==> src/rtl/crp_pkg.sv <==
package crp_pkg;

  localparam int unsigned TotalW = 33;
  localparam int unsigned CountW = 25;

  localparam logic [TotalW-1:0] TotalMax = {TotalW{1'b1}};
  localparam logic [CountW-1:0] CountMax = {CountW{1'b1}};

  // Parse phase, one-hot
  typedef enum logic [4:0] {
    PH_LEN     = 5'b00001,
    PH_LABEL   = 5'b00010,
    PH_VERSION = 5'b00100,
    PH_SIZE    = 5'b01000,
    PH_PAYLOAD = 5'b10000
  } phase_e;

  typedef enum logic [2:0] {
    CLS_LEN     = 3'd0,
    CLS_LABEL   = 3'd1,
    CLS_VERSION = 3'd2,
    CLS_SIZE    = 3'd3,
    CLS_PAYLOAD = 3'd4,
    CLS_NONE    = 3'd5
  } cls_e;

  typedef enum logic [2:0] {
    ERR_NONE          = 3'd0,
    ERR_FILE_TOO_BIG  = 3'd1,
    ERR_ZERO_LABEL    = 3'd2,
    ERR_TRUNC_HEADER  = 3'd3,
    ERR_TRUNC_LABEL   = 3'd4,
    ERR_TRUNC_PAYLOAD = 3'd5,
    ERR_TOO_MANY_RECS = 3'd6
  } err_e;

  typedef enum logic [0:0] {
    CFG_MAX_FILE_BYTES = 1'b0,
    CFG_MAX_RECORDS    = 1'b1
  } cfg_idx_e;

  typedef enum logic [0:0] {
    CMD_DATA = 1'b0,
    CMD_EOF  = 1'b1
  } cmd_e;

  typedef struct packed {
    logic [7:0]  byte_out;
    cls_e        field_class;
    logic [23:0] record_index;
    logic        record_done;
    logic [15:0] label_len;
    logic [15:0] version;
    logic [31:0] pay_size;
    err_e        error_code;
    logic        file_ok;
  } result_t;

  function automatic cls_e phase_class(phase_e ph);
    cls_e c;
    case (ph)
      PH_LEN:     c = CLS_LEN;
      PH_LABEL:   c = CLS_LABEL;
      PH_VERSION: c = CLS_VERSION;
      PH_SIZE:    c = CLS_SIZE;
      PH_PAYLOAD: c = CLS_PAYLOAD;
      default:    c = CLS_NONE;
    endcase
    return c;
  endfunction

endpackage

==> src/rtl/chunk_record_parser.sv <==
// Streaming parser for a file of length-tagged records, one byte request per
// clock. Each record is a 16-bit little-endian label length, the label, a
// 16-bit version, a 32-bit payload size and the payload; an end-of-file request
// (cmd_i = 1) closes the file, reports file_ok_o or the first error, and clears
// all parse state for the next file. Every request yields exactly one result,
// registered in the output or skid register; the parser takes one request every
// cycle and only raises in_stall_o while its two-entry output buffer (result
// register plus skid register) is full because the consumer stalls. Limits
// max_file_bytes (index 0) and max_records (index 1) survive end of file and
// are to be written only while the parser is idle.
module chunk_record_parser (
  input  logic        clk_i,
  input  logic        rst_ni,

  input  logic        cfg_valid_i,
  output logic        cfg_ready_o,
  input  logic [0:0]  cfg_index_i,
  input  logic [31:0] cfg_data_i,

  input  logic        in_valid_i,
  output logic        in_stall_o,
  input  logic [0:0]  cmd_i,
  input  logic [7:0]  data_byte_i,

  output logic        out_valid_o,
  input  logic        out_stall_i,
  output logic [7:0]  byte_out_o,
  output logic [2:0]  field_class_o,
  output logic [23:0] record_index_o,
  output logic        record_done_o,
  output logic [15:0] label_length_out_o,
  output logic [15:0] version_out_o,
  output logic [31:0] payload_size_out_o,
  output logic [2:0]  error_code_o,
  output logic        file_ok_o
);

  logic [31:0] max_bytes_q;
  logic [23:0] max_recs_q;

  crp_pkg::phase_e              phase_q, phase_d;
  logic [1:0]                   fbi_q, fbi_d;
  logic [15:0]                  len_q, len_d;
  logic [15:0]                  ver_q, ver_d;
  logic [31:0]                  size_q, size_d;
  logic [31:0]                  rem_q, rem_d;
  logic [crp_pkg::TotalW-1:0]   total_q, total_d;
  logic [crp_pkg::CountW-1:0]   count_q, count_d;
  crp_pkg::err_e                err_q, err_d;

  crp_pkg::result_t res;
  crp_pkg::result_t out_q, skid_q;
  logic             out_valid_q, skid_valid_q;

  logic                       in_acc;
  logic                       out_free;
  logic [crp_pkg::TotalW-1:0] total_inc;
  logic [crp_pkg::CountW-1:0] count_inc;
  logic [31:0]                rem_dec;
  logic [15:0]                len_new;
  logic [31:0]                size_new;
  logic [31:0]                byte_shifted;

  assign cfg_ready_o = 1'b1;
  assign in_stall_o  = skid_valid_q;
  assign in_acc      = in_valid_i && !skid_valid_q;
  assign out_free    = !out_valid_q || !out_stall_i;

  always_ff @(posedge clk_i or negedge rst_ni) begin
    if (!rst_ni) begin
      max_bytes_q <= '1;
      max_recs_q  <= '1;
    end else if (cfg_valid_i && cfg_ready_o) begin
      case (crp_pkg::cfg_idx_e'(cfg_index_i))
        crp_pkg::CFG_MAX_FILE_BYTES: max_bytes_q <= cfg_data_i;
        crp_pkg::CFG_MAX_RECORDS:    max_recs_q  <= cfg_data_i[23:0];
        default: ;
      endcase
    end
  end

  assign total_inc    = (total_q == crp_pkg::TotalMax) ? total_q
                        : total_q + crp_pkg::TotalW'(1);
  assign count_inc    = (count_q == crp_pkg::CountMax) ? count_q
                        : count_q + crp_pkg::CountW'(1);
  assign rem_dec      = (rem_q != 32'd0) ? rem_q - 32'd1 : rem_q;
  assign len_new      = len_q | {data_byte_i, 8'h00};
  assign byte_shifted = {24'h0, data_byte_i} << {fbi_q, 3'b000};
  assign size_new     = (fbi_q == 2'd0) ? {24'h0, data_byte_i} : (size_q | byte_shifted);

  always_comb begin
    phase_d = phase_q;
    fbi_d   = fbi_q;
    len_d   = len_q;
    ver_d   = ver_q;
    size_d  = size_q;
    rem_d   = rem_q;
    total_d = total_q;
    count_d = count_q;
    err_d   = err_q;

    res.byte_out     = data_byte_i;
    res.field_class  = crp_pkg::CLS_NONE;
    res.record_index = count_q[23:0];
    res.record_done  = 1'b0;
    res.file_ok      = 1'b0;

    if (crp_pkg::cmd_e'(cmd_i) == crp_pkg::CMD_EOF) begin
      res.byte_out = 8'h00;
      if (err_q == crp_pkg::ERR_NONE) begin
        if (phase_q == crp_pkg::PH_LEN && fbi_q == 2'd0) res.file_ok = 1'b1;
        else if (phase_q == crp_pkg::PH_LABEL)   err_d = crp_pkg::ERR_TRUNC_LABEL;
        else if (phase_q == crp_pkg::PH_PAYLOAD) err_d = crp_pkg::ERR_TRUNC_PAYLOAD;
        else                                     err_d = crp_pkg::ERR_TRUNC_HEADER;
      end
    end else if (err_q == crp_pkg::ERR_NONE) begin
      total_d = total_inc;
      if (total_inc > {1'b0, max_bytes_q}) begin
        err_d = crp_pkg::ERR_FILE_TOO_BIG;
      end else begin
        res.field_class = crp_pkg::phase_class(phase_q);
        case (phase_q)
          crp_pkg::PH_LEN: begin
            if (fbi_q == 2'd0) begin
              len_d  = {8'h00, data_byte_i};
              ver_d  = '0;
              size_d = '0;
              fbi_d  = 2'd1;
            end else begin
              len_d = len_new;
              fbi_d = 2'd0;
              if (len_new == 16'd0) begin
                err_d = crp_pkg::ERR_ZERO_LABEL;
              end else begin
                rem_d   = {16'h0, len_new};
                phase_d = crp_pkg::PH_LABEL;
              end
            end
          end
          crp_pkg::PH_LABEL: begin
            rem_d = rem_dec;
            if (rem_dec == 32'd0) begin
              phase_d = crp_pkg::PH_VERSION;
              fbi_d   = 2'd0;
            end
          end
          crp_pkg::PH_VERSION: begin
            if (fbi_q == 2'd0) begin
              ver_d = {8'h00, data_byte_i};
              fbi_d = 2'd1;
            end else begin
              ver_d   = ver_q | {data_byte_i, 8'h00};
              fbi_d   = 2'd0;
              phase_d = crp_pkg::PH_SIZE;
            end
          end
          crp_pkg::PH_SIZE: begin
            size_d = size_new;
            if (fbi_q == 2'd3) begin
              rem_d = size_new;
              fbi_d = 2'd0;
              if (size_new == 32'd0) begin
                // empty payload: record ends on the last size byte
                res.record_done = 1'b1;
                count_d         = count_inc;
                phase_d         = crp_pkg::PH_LEN;
                if (count_inc > {1'b0, max_recs_q}) err_d = crp_pkg::ERR_TOO_MANY_RECS;
              end else begin
                phase_d = crp_pkg::PH_PAYLOAD;
              end
            end else begin
              fbi_d = fbi_q + 2'd1;
            end
          end
          crp_pkg::PH_PAYLOAD: begin
            rem_d = rem_dec;
            if (rem_dec == 32'd0) begin
              res.record_done = 1'b1;
              count_d         = count_inc;
              phase_d         = crp_pkg::PH_LEN;
              fbi_d           = 2'd0;
              if (count_inc > {1'b0, max_recs_q}) err_d = crp_pkg::ERR_TOO_MANY_RECS;
            end
          end
          default: begin
            phase_d = crp_pkg::PH_LEN;
          end
        endcase
      end
    end

    res.label_len  = len_d;
    res.version    = ver_d;
    res.pay_size   = size_d;
    res.error_code = err_d;

    // end of file starts the next file from a clean parse state
    if (crp_pkg::cmd_e'(cmd_i) == crp_pkg::CMD_EOF) begin
      phase_d = crp_pkg::PH_LEN;
      fbi_d   = '0;
      len_d   = '0;
      ver_d   = '0;
      size_d  = '0;
      rem_d   = '0;
      total_d = '0;
      count_d = '0;
      err_d   = crp_pkg::ERR_NONE;
    end
  end

  always_ff @(posedge clk_i or negedge rst_ni) begin
    if (!rst_ni) begin
      phase_q <= crp_pkg::PH_LEN;
      fbi_q   <= '0;
      len_q   <= '0;
      ver_q   <= '0;
      size_q  <= '0;
      rem_q   <= '0;
      total_q <= '0;
      count_q <= '0;
      err_q   <= crp_pkg::ERR_NONE;
    end else if (in_acc) begin
      phase_q <= phase_d;
      fbi_q   <= fbi_d;
      len_q   <= len_d;
      ver_q   <= ver_d;
      size_q  <= size_d;
      rem_q   <= rem_d;
      total_q <= total_d;
      count_q <= count_d;
      err_q   <= err_d;
    end
  end

  // Output register with skid stage
  always_ff @(posedge clk_i or negedge rst_ni) begin
    if (!rst_ni) begin
      out_valid_q  <= 1'b0;
      skid_valid_q <= 1'b0;
    end else begin
      if (out_free) begin
        out_valid_q  <= skid_valid_q || in_acc;
        skid_valid_q <= 1'b0;
      end else if (in_acc) begin
        skid_valid_q <= 1'b1;
      end
    end
  end

  always_ff @(posedge clk_i) begin
    if (out_free) begin
      if (skid_valid_q) out_q <= skid_q;
      else if (in_acc)  out_q <= res;
    end else if (in_acc) begin
      skid_q <= res;
    end
  end

  assign out_valid_o        = out_valid_q;
  assign byte_out_o         = out_q.byte_out;
  assign field_class_o      = out_q.field_class;
  assign record_index_o     = out_q.record_index;
  assign record_done_o      = out_q.record_done;
  assign label_length_out_o = out_q.label_len;
  assign version_out_o      = out_q.version;
  assign payload_size_out_o = out_q.pay_size;
  assign error_code_o       = out_q.error_code;
  assign file_ok_o          = out_q.file_ok;

  a_skid_needs_out: assert property (@(posedge clk_i) disable iff (!rst_ni)
    skid_valid_q |-> out_valid_q)
    else $error("skid register holds a result while output register is empty");

  a_ok_no_error: assert property (@(posedge clk_i) disable iff (!rst_ni)
    (out_valid_q && out_q.file_ok) |-> (out_q.error_code == crp_pkg::ERR_NONE))
    else $error("file_ok reported together with an error");

  a_done_class: assert property (@(posedge clk_i) disable iff (!rst_ni)
    (out_valid_q && out_q.record_done) |->
      (out_q.field_class == crp_pkg::CLS_SIZE || out_q.field_class == crp_pkg::CLS_PAYLOAD))
    else $error("record end outside size or payload field");

  a_fbi_phase: assert property (@(posedge clk_i) disable iff (!rst_ni)
    (fbi_q != 2'd0) |->
      (phase_q == crp_pkg::PH_LEN || phase_q == crp_pkg::PH_VERSION
       || phase_q == crp_pkg::PH_SIZE))
    else $error("field byte index set in a phase without multi-byte fields");

  a_error_freezes: assert property (@(posedge clk_i) disable iff (!rst_ni)
    (in_acc && err_q != crp_pkg::ERR_NONE && cmd_i == crp_pkg::CMD_DATA) |=>
      ($stable(phase_q) && $stable(count_q)))
    else $error("parse state moved after a sticky error");

endmodule

==> config.mk <==
export PLATFORM = sky130hd
export DESIGN_NAME = chunk_record_parser
export DESIGN_NICKNAME = d
export VERILOG_FILES = /design/src/rtl/crp_pkg.sv /design/src/rtl/chunk_record_parser.sv
export SDC_FILE = /design/constraint.sdc
export NUM_CORES = 1
export LEC_CHECK = 0
export ABC_AREA = 1
export BUFFER_PORTS_ARGS = -buffer_cell sky130_fd_sc_hd__buf_2
export CAP_MARGIN = 25
export CORE_UTILIZATION = 30
export DETAILED_ROUTE_END_ITERATION = 8
export REMOVE_ABC_BUFFERS = 1
export SLEW_MARGIN = 20
export SYNTH_ARGS = -nofsm -noshare
export SYNTH_HDL_FRONTEND = slang
export SYNTH_SLANG_ARGS = --single-unit
==> constraint.sdc <==
create_clock -name clk_i -period 6.7 [get_ports clk_i]
set_clock_uncertainty 0.15 [all_clocks]
set_input_delay 0.67 -clock clk_i [delete_from_list [all_inputs] [get_ports clk_i]]
set_output_delay 0.67 -clock clk_i [all_outputs]
set_load 0.03 [all_outputs]
==> impl_metrics.csv, run 1 <==
group,metric,value,unit
yosys,synth-seq-cells,430,
global_routing,track_usage,0.1868,
cts,ctsLongestPathBuffers,3,
min_path,hold_class,"primary input to flop",
critical_path,timing.rr.start,"total_q[0]",
yosys,synth_top_area_share,0.2632,
cts,cts_tree,"built",
route,ant_nets,0,
outcome,status,"finished clean",
power_and_ir_drop,netSwitchingPower,4270,uW
route,post_drt_wl_per_cell,18.04,um
route,viasPerCell,4.914,
cts,clock_latency,0.62,ns
power_and_ir_drop,power_frac_comb,0.376,
cts,numCtsBuffers,51,
yosys,syn_inst,2993,
final_layout,fin_nets,3219,
yosys,yosysSeqAreaShare,0.5003,
die,die_area,0.08022,mm2
route,dr.pass1.iters,7,
yosys,yosysUniqueCellTypes,53,
yosys,synth_top_cells_by_area,"edfxtp_1 26%, dfrtp_1 17%, nand2_1 15%",
critical_path,worst-r2r-setup-slack,0.83,ns
yosys,synth_area_per_cell,7.928,um2
critical_path,cp_max_fo,29,
critical_path,arrival,6.19,ns
global_routing,busiest_layer,"met2",
critical_path,crit_top_cell,"nand2_1",
placement,gp_congestion,0.9839,
global_routing,use_met1,0.2579,
power_and_ir_drop,p_seq_frac,0.332,
final_layout,drive_gt1_frac,0.1240,
critical_path,cp-start-kind,"flop",
critical_path,startpoint,"total_q[0]",
cts,cts_root_buf,"clkbuf_16",
global_routing,use_met3,0.02713,
critical_path,cp_slowest_stage_delay,0.57,ns
yosys,synthTopCellsByCount,"968 x nand2_1, 305 x inv_1, 257 x nor2_1",
critical_path,cp.required,7.01,ns
critical_path,crit_path_end,"payload_size_out_o[19]",
min_path,worstHoldPathCells,3,
critical_path,critPathKind,"flop to flop",
final_layout,fill_cells,8244,
critical_path,worst_setup_path_end_kind,"flop",
global_routing,antenna_found_initial,0,
critical_path,r2r.worst_path.cells,32,
power_and_ir_drop,power.density,374.6,mW/mm2
final_layout,fin_util,0.3529,
global_routing,grt_pass1_vias,19830,
placement,io_buffers,152,
cts,cts_max_level,2,
yosys,synthArstFlopShare,0.5163,
final_layout,antenna_cells,0,
timing,fmax,170.2,MHz
timing,finalHoldViolCount,0,
power_and_ir_drop,vdd_drop_max,0.2132,mV
route,drcViolationCount,0,
route,wl,75650,um
die,die_width,283.2,um
yosys,synth-main-ff-cell,"edfxtp_1",
die,die_h,283.2,um
cts,clk_pin_slew,0.06,ns
critical_path,r2r_end,"payload_size_out_o[19]",
route,drt-initial-drc-count,1603,
flow_run,cap_violations,0,
timing,rsz0062_at_grt,"no",
final_layout,area_growth_syn_to_layout,15.77,%
power_and_ir_drop,swShare,0.4149,
placement,hpwlAfterDp,53870,um
timing,finalCritPeriodShare,0.8768,
timing,fin_hold_ws,0.1400,ns
critical_path,slowest_stage,"inv_2",
yosys,netlist_area,0.02373,mm2
yosys,synth_largest_area_cell,"edfxtp_1",
power_and_ir_drop,clockPowerShare,0.292,
final_layout,multiInputGateArea,0.01017,mm2
die,core_region_area,0.07785,mm2
cts,ctsResizeCount,0,
timing,finalCriticalPeriod,5.875,ns
die,io_pins,154,
power_and_ir_drop,p_leak,0.01241,uW
timing,worst_pin_slew,0.9216,ns
global_routing,grt_util_met2,0.2999,
yosys,yosysMostFrequentCell,"nand2_1",
timing,final_max_slew_viol_count,0,
cts,clock-sinks,430,
final_layout,regArea,0.01188,mm2
timing,relSlewSlack,0.3856,
die,num_rows,102,
timing,setup_viol_count_final,0,
global_routing,grt_start_max_net_pins,105,
global_routing,grt_overflow,0,
route,vias,20610,
yosys,synth_warnings,0,
power_and_ir_drop,internal_power,6020,uW
global_routing,grt_pass1_wl,118500,um
cts,postCtsSetupBuffers,0,
die,initial_core_util,0.3048,
yosys,synth_edf_count,208,
min_path,hp-start,"cfg_data_i[31]",
[stage by stage]
stage	setup TNS, ns	std cells	power [uW]	cell area (um2)	setup slack [ns]
after floorplan	-458.57	2868	5939	23190	-2.306
after global placement	0	4095	7273	25580	1.045
after detailed placement	0	4095	7276	25580	0.8526
after CTS	0	4192	10340	27430	0.7844
after global routing	0	4194	10940	27470	0.1840
final	0	4194	10290	27470	0.8253
[worst min path at each step]
stage | end | slack [ns]
3_5_place_dp | ver_q[5] | 0.31
5_1_grt | max_bytes_q[30] | 0.13
2_1_floorplan | count_q[0] | 0.22
6_report | max_bytes_q[31] | 0.14
4_1_cts | max_bytes_q[25] | 0.11
3_3_place_gp | ver_q[7] | 0.31
[sequential cells by signal, summed over array words and instances (netlist names), 5 cells and up]
register,count
skid_q,104
total_q,33
max_bytes_q,32
payload_size_out_o,32
rem_q,32
size_q,32
count_q,25
max_recs_q,24
record_index_o,24
label_length_out_o,16
len_q,16
ver_q,16
version_out_o,16
byte_out_o,8
phase_q,5
[power by group through the flow]
stage / clock [uW] / combinational, uW / sequential, uW
after floorplan: 0 / 2360 / 3580
after global placement: 0 / 3820 / 3460
after detailed placement: 0 / 3820 / 3460
after CTS: 3080 / 3840 / 3410
after global routing: 3180 / 4310 / 3440
final: 3010 / 3870 / 3410
[placed cells by master, fill, tap and decap left out, drive strengths merged, types with 2 or more instances in the layout]
master	n
o2bb2ai	3
nand3b	10
nand4	59
or2	18
dfrtp	165
clkbuf	69
o31ai	2
nand3	180
a21o	2
a31oi	34
nor2	266
nor3	43
xor2	38
ha	61
clkinvlp	4
a22o	2
o22ai	8
nand2	977
a32oi	4
a21boi	2
clkinv	16
o211ai	9
a21oi	100
o21ai	264
o21bai	4
bufinv	7
buf	189
a32o	4
inv	316
nor4	24
dfstp	57
edfxtp	208
[worst max-delay path: cells and delay by family, from the launching register on]
| family | cells | cell delay [ns] |
|---|---|---|
| flops | 1 | 0.41 |
| fa+ha+maj | 2 | 0.55 |
| simple gates | 21 | 2.79 |
| buf+inv | 4 | 1.05 |
| xor+xnor | 1 | 0.29 |
| compound gates | 4 | 0.46 |
[metal layers]
layer / share of wire / routed length (um)
met2: 0.46 / 34590
met5: 0 / 0
met3: 0.056 / 4245
met1: 0.46 / 34450
met4: 0.031 / 2374
[timing repair]
| action | CTS | global route |
|---|---|---|
| setup endpoints to repair | 0 | 0 |
| endpoints found under the hold margin | 11 | 0 |
| hold buffers | 1 | 0 |
[kinds of logic (layout without fill, tap and decap cells)]
group                    Yosys count  count (layout)  synth area share
AND/OR/NAND/NOR                 1579            1579            0.2797
AO/OA/AOI/OAI                    441             441            0.1002
buffers and inverters            441             602           0.07255
flip-flops                       430             430            0.5003
adder cells (fa/ha/maj)           61              61           0.03216
XOR/XNOR                          39              39           0.01440
other                              1               1         0.0001580
multiplexers                       1               1         0.0004745
[cell type report]
class / count / share of cell area
multi-input cells: 2122 / 0.3703
repair buffers: 190 / 0.03990
clock inverters: 27 / 0.01357
flip-flops and latches: 430 / 0.4323
well taps: 1040 / 0.04737
clock buffers: 69 / 0.05334
inverters: 316 / 0.04318
Power figures use the tool's default switching activity.
==> run 2: changes to the inputs <==
CORE_ASPECT_RATIO = 0.7   (was unset)
CORE_MARGIN = 5   (was unset)
GPL_TIMING_DRIVEN = 0   (was unset)
==> impl_metrics.csv, run 2 (synthesized netlist as in run 1, its figures left out) <==
group,metric,value,unit
timing,fmax,160.3,MHz
timing,rsz0062_at_grt,"yes",
critical_path,slowest_stage,"nor2_4",
final_layout,fill_cells,8315,
cts,postCtsSetupBuffers,0,
die,initial_core_util,0.3021,
route,viasPerCell,4.950,
min_path,worstHoldPathCells,3,
flow_run,cap_violations,0,
die,num_rows,86,
route,drt-initial-drc-count,2113,
final_layout,largest_reg_flops,104,
power_and_ir_drop,netSwitchingPower,4401,uW
critical_path,cp.required,6.89,ns
critical_path,critPathKind,"flop to flop",
power_and_ir_drop,swShare,0.4267,
global_routing,track_usage,0.1757,
final_layout,final_common_cell,"nand2_1",
die,io_pins,154,
placement,hpwlAfterDp,55460,um
global_routing,grt_start_max_net_pins,87,
final_layout,area_growth_syn_to_layout,17.02,%
global_routing,grt_overflow,0,
power_and_ir_drop,power.density,371.4,mW/mm2
global_routing,grt_pass1_vias,19300,
timing,finalCriticalPeriod,6.237,ns
route,post_drt_wl_per_cell,18.40,um
timing,finalCritPeriodShare,0.9310,
critical_path,r2r.worst_path.cells,30,
critical_path,startpoint,"total_q[0]",
route,ant_nets,0,
final_layout,postLayoutCellArea,0.02777,mm2
final_layout,drive_gt1_frac,0.1239,
global_routing,grt_pass1_wl,117800,um
final_layout,antenna_cells,0,
route,wl,77200,um
cts,clk_pin_slew,0.06,ns
outcome,status,"finished clean",
timing,final_max_slew_viol_count,0,
route,dr.pass1.iters,6,
critical_path,cp-start-kind,"flop",
route,drcViolationCount,0,
die,die_area,0.08491,mm2
die,die_h,245.3,um
final_layout,regMostFlops,"skid_q",
critical_path,cp_slowest_stage_delay,0.58,ns
placement,io_buffers,152,
placement,placed_area,0.02603,mm2
critical_path,timing.rr.start,"total_q[0]",
critical_path,arrival,6.43,ns
timing,setup_viol_count_final,0,
critical_path,crit_top_cell,"nand2_1",
route,vias,20770,
die,die_width,346.1,um
critical_path,path_depth,30,
critical_path,cp_top_family,"simple AND/OR/NAND/NOR gates",
power_and_ir_drop,vdd_drop_max,0.2136,mV
timing,finalHoldViolCount,0,
cts,cts_root_buf,"clkbuf_16",
cts,clock_latency,0.59,ns
critical_path,worst_setup_path_end_kind,"flop",
cts,cts_tree,"built",
cts,cts_max_level,2,
critical_path,worst-r2r-setup-slack,0.46,ns
final_layout,final_cell_mix,"962 x nand2_1, 304 x inv_1, 252 x nor2_1",
power_and_ir_drop,p_leak,0.01248,uW
critical_path,crit_path_end,"payload_size_out_o[30]",
power_and_ir_drop,p_seq_frac,0.332,
power_and_ir_drop,internal_power,5912,uW
min_path,hold_class,"primary input to flop",
final_layout,reg_top3,"skid_q: 104 flops, total_q: 33 flops",
critical_path,path_buf_inv,2,
cts,numCtsBuffers,48,
power_and_ir_drop,clockPowerShare,0.279,
critical_path,r2r_end,"payload_size_out_o[30]",
cts,ctsLongestPathBuffers,3,
critical_path,cp_max_fo,17,
timing,worst_pin_slew,1.081,ns
timing,relSlewSlack,0.2787,
die,core_region_area,0.07855,mm2
power_and_ir_drop,power_frac_comb,0.388,
placement,gp_congestion,0.9393,
final_layout,fin_nets,3208,
global_routing,antenna_found_initial,1,
cts,clock-sinks,430,
power_and_ir_drop,p_total,10310,uW
## run 2: changes by cell type in the layout (fill, tap and decap cells not counted), moves of 2 or more
cell	change
buf_16	+18
nor2_2	+2
nor2_4	+2
buf_8	+3
clkinv_1	-2
clkinv_2	+3
buf_4	-33
nand2_1	-4
nand2_2	+3
inv_16	+2
nor2_1	-3
clkbuf_8	-5
buf_6	+3
## run 2: timing repair
action                     4_1_cts  5_1_grt
hold endpoints to repair        72        0
resized for setup                0        4
hold buffers                     1        0
setup endpoints to repair        0       51
## run 2: area by class of cell
cell class                      instances  area, um2  share of cell area
Multi-Input combinational cell       2123      10220              0.3680
Clock buffer                           63       1375             0.04952
Timing Repair Buffer                  181       1438             0.05177
Tap cell                             1056       1321             0.04758
Sequential cell                       430      11880              0.4277
Inverter                              316       1197             0.04312
Clock inverter                         27      340.3             0.01226
## run 2: metrics by stage
stage	utilization	setup TNS [ns]	setup WS [ns]	hold WS, ns	std cells
floorplan	-	-458.57	-2.306	0.2244	2868
global placement	0.3218	-2657.82	-8.853	0.3066	4076
finish	0.3535	0	0.4626	0.1709	4196
detailed placement	0.3313	0	0.2842	0.3114	4104
CTS	0.3533	0	0.2419	0.1278	4195
global route	0.3535	-0.05107	-0.05107	0.1449	4196
## run 2: worst min-delay path by stage
stage,start,end,slack [ns]
after floorplan,rst_ni,count_q[0],0.22
after global placement,ver_q[7],ver_q[7],0.31
after detailed placement,ver_q[5],ver_q[5],0.31
after CTS,cfg_data_i[23],max_bytes_q[23],0.13
after global routing,cfg_data_i[30],max_bytes_q[30],0.14
final,cfg_data_i[31],max_bytes_q[31],0.17
## run 2: worst min-delay path, cell delays in order
cell and delay (ns):
buf_2 0.09, nor2_1 0.09, a21oi_1 0.05
## run 2: per-layer routing
metal	track usage	vias to the layer above	wire length, um
li1	-	10100	-
met1	0.2776	9903	39470
met2	0.2422	672	30230
met3	0.03945	94	6173
met4	0.03693	0	1326
met5	0	-	0
## run 2: power groups by stage
stage / Sequential [uW] / Combinational (uW) / Clock (uW)
2_1_floorplan: 3580 / 2360 / 0
3_3_place_gp: 3510 / 3770 / 0
3_5_place_dp: 3470 / 3890 / 0
4_1_cts: 3420 / 3910 / 2960
5_1_grt: 3460 / 4400 / 3060
6_report: 3430 / 4000 / 2880
==> run 3: changes to the inputs <==
CELL_PAD_IN_SITES_DETAIL_PLACEMENT = 1   (was unset)
CELL_PAD_IN_SITES_GLOBAL_PLACEMENT = 1   (was unset)
GPL_ROUTABILITY_DRIVEN = 0   (was unset)
PLACE_DENSITY_LB_ADDON = 0.1   (was unset)
==> impl_metrics.csv, run 3 (synthesized netlist as in run 1, its figures left out) <==
group,metric,value,unit
die,initial_core_util,0.3021,
critical_path,path_cells,"inv_1 > ha_2 > buf_12 > clkinv_1 > o21ai_0 > nand2_1 > nor2_1 > nand2_1 > nor2_1 > nand2_1 > nand2_1 > nor2_1 > nor3_4 > nand2_4 > nand2_1 > nand2_1",
critical_path,cp_max_fo,26,
critical_path,crit_top_cell,"nand2_1",
cts,clk_pin_slew,0.07,ns
timing,fmax,160.3,MHz
critical_path,r2r_end,"count_q[23]",
cts,clock-sinks,430,
final_layout,fin_nets,3211,
route,drt-initial-drc-count,1381,
cts,ctsLongestPathBuffers,3,
timing,final_max_slew_viol_count,0,
timing,finalCriticalPeriod,6.239,ns
global_routing,grt_start_max_net_pins,80,
critical_path,cp_slowest_stage_delay,0.77,ns
cts,cts_max_level,2,
route,wl,86080,um
final_layout,largest_reg_flops,104,
power_and_ir_drop,p_leak,0.01245,uW
cts,clock_latency,0.63,ns
cts,numCtsBuffers,48,
die,core_region_area,0.07855,mm2
global_routing,antenna_found_initial,1,
critical_path,path_depth,16,
final_layout,drive_gt1_frac,0.1212,
power_and_ir_drop,vdd_drop_max,0.2368,mV
critical_path,crit_path_end,"count_q[23]",
global_routing,grt_pass1_vias,21600,
route,dr.pass1.iters,5,
cts,cts_tree,"built",
die,io_pins,154,
critical_path,path_buf_inv,3,
cts,cts_root_buf,"clkbuf_16",
global_routing,use_met1,0.3065,
final_layout,final_common_cell,"nand2_1",
final_layout,fill_cells,9485,
global_routing,grt_overflow,0,
flow_run,cap_violations,0,
critical_path,cp-start-kind,"flop",
die,num_rows,86,
placement,dp_cells,4108,
final_layout,fin_util,0.3528,
route,drcViolationCount,0,
global_routing,busiest_layer,"met1",
route,ant_nets,0,
route,vias,21110,
outcome,status,"finished clean",
die,die_h,245.3,um
timing,relSlewSlack,0.3201,
critical_path,timing.rr.start,"fbi_q[0]",
timing,tns,0,ns
placement,io_buffers,152,
critical_path,r2r.worst_path.cells,16,
cts,postCtsSetupBuffers,0,
final_layout,reg_top3,"skid_q: 104 flops, total_q: 33 flops",
critical_path,cp.required,7.05,ns
critical_path,startpoint,"fbi_q[0]",
critical_path,critPathKind,"flop to flop",
timing,finalHoldViolCount,0,
global_routing,use_met3,0.03151,
placement,hpwlAfterDp,63790,um
min_path,hold_class,"primary input to flop",
global_routing,track_usage,0.1988,
final_layout,regMostFlops,"skid_q",
route,post_drt_wl_per_cell,20.50,um
final_layout,final_cell_mix,"962 x nand2_1, 304 x inv_1, 252 x nor2_1",
critical_path,arrival,6.59,ns
die,die_area,0.08491,mm2
power_and_ir_drop,power.density,374.9,mW/mm2
timing,worst_pin_slew,1.020,ns
final_layout,area_growth_syn_to_layout,16.77,%
critical_path,worst_setup_path_end_kind,"flop",
critical_path,slowest_stage,"dfrtp_1",
final_layout,fin_cells,4200,
critical_path,worst-r2r-setup-slack,0.46,ns
global_routing,grt_util_met2,0.2941,
global_routing,grt_pass1_wl,132800,um
timing,rsz0062_at_grt,"no",
critical_path,cp_top_family,"simple AND/OR/NAND/NOR gates",
timing,finalCritPeriodShare,0.9312,
timing,setup_viol_count_final,0,
route,viasPerCell,5.026,
die,die_width,346.1,um
[run 3: cell count changes in the layout (fill, tap and decap cells not counted), moves of 2 or more]
cell        before  now
nand2_2         11    8
nand2_4          4    7
clkbuf_16       51   48
clkbuf_1         6   16
buf_16          18   15
inv_6            4    2
buf_12           4    8
buf_8            4    7
clkinvlp_4       4    1
[run 3: power breakdown]
part	switching [uW]	internal, uW	total [uW]
combinational	3110	1070	4170
sequential	251	3180	3430
clock	1200	1590	2790
[run 3: worst min-delay path by stage]
stage / start / to / slack, ns / depth (start not counted)
after floorplan: rst_ni / count_q[0] / 0.22 / 0
after global placement: ver_q[6] / ver_q[6] / 0.31 / 2
after detailed placement: len_q[13] / len_q[13] / 0.32 / 2
after CTS: cfg_data_i[31] / max_bytes_q[31] / 0.09 / 3
after global routing: cfg_data_i[24] / max_bytes_q[24] / 0.12 / 3
final: cfg_data_i[31] / max_bytes_q[31] / 0.13 / 3
[run 3: routing by layer]
| layer | vias to the layer above | wire length (um) |
|---|---|---|
| met3 | 85 | 4022 |
| met1 | 10570 | 44870 |
| met5 | - | 0 |
| met4 | 0 | 1482 |
| met2 | 386 | 35700 |
| li1 | 10060 | - |
[run 3: tightest hold or removal path, cell delays in order]
cell and delay (ns):
buf_2 0.10, nor2_1 0.09, a21oi_1 0.05
[run 3: layout make-up]
cell class                 instances  area [um2]  share of cell area
antenna                            1       2.502          0.00009031
sequential                       430       11880              0.4286
tap                             1056        1321             0.04768
clock inverter                    21       279.0             0.01007
timing repair buffer             185        1476             0.05328
inverter                         316        1195             0.04312
multi-input combinational       2122       10230              0.3691
clock buffer                      69        1330             0.04800
[run 3: timing repair]
item / CTS / global route
resized for setup: 0 / 7
hold buffers: 1 / 0
hold endpoints to repair: 17 / 0
endpoints found under the setup margin: 0 / 178
[run 3: stage by stage]
stage	hold WS [ns]	total power (uW)	setup slack, ns	cell area [um2]
after floorplan	0.2244	5939	-2.306	23190
after global placement	0.3069	7392	-8.794	25280
after detailed placement	0.3156	7590	0.06716	26060
after CTS	0.08507	10440	0.006924	27680
after global routing	0.1224	11030	0.08340	27710
final	0.1255	10390	0.4609	27710
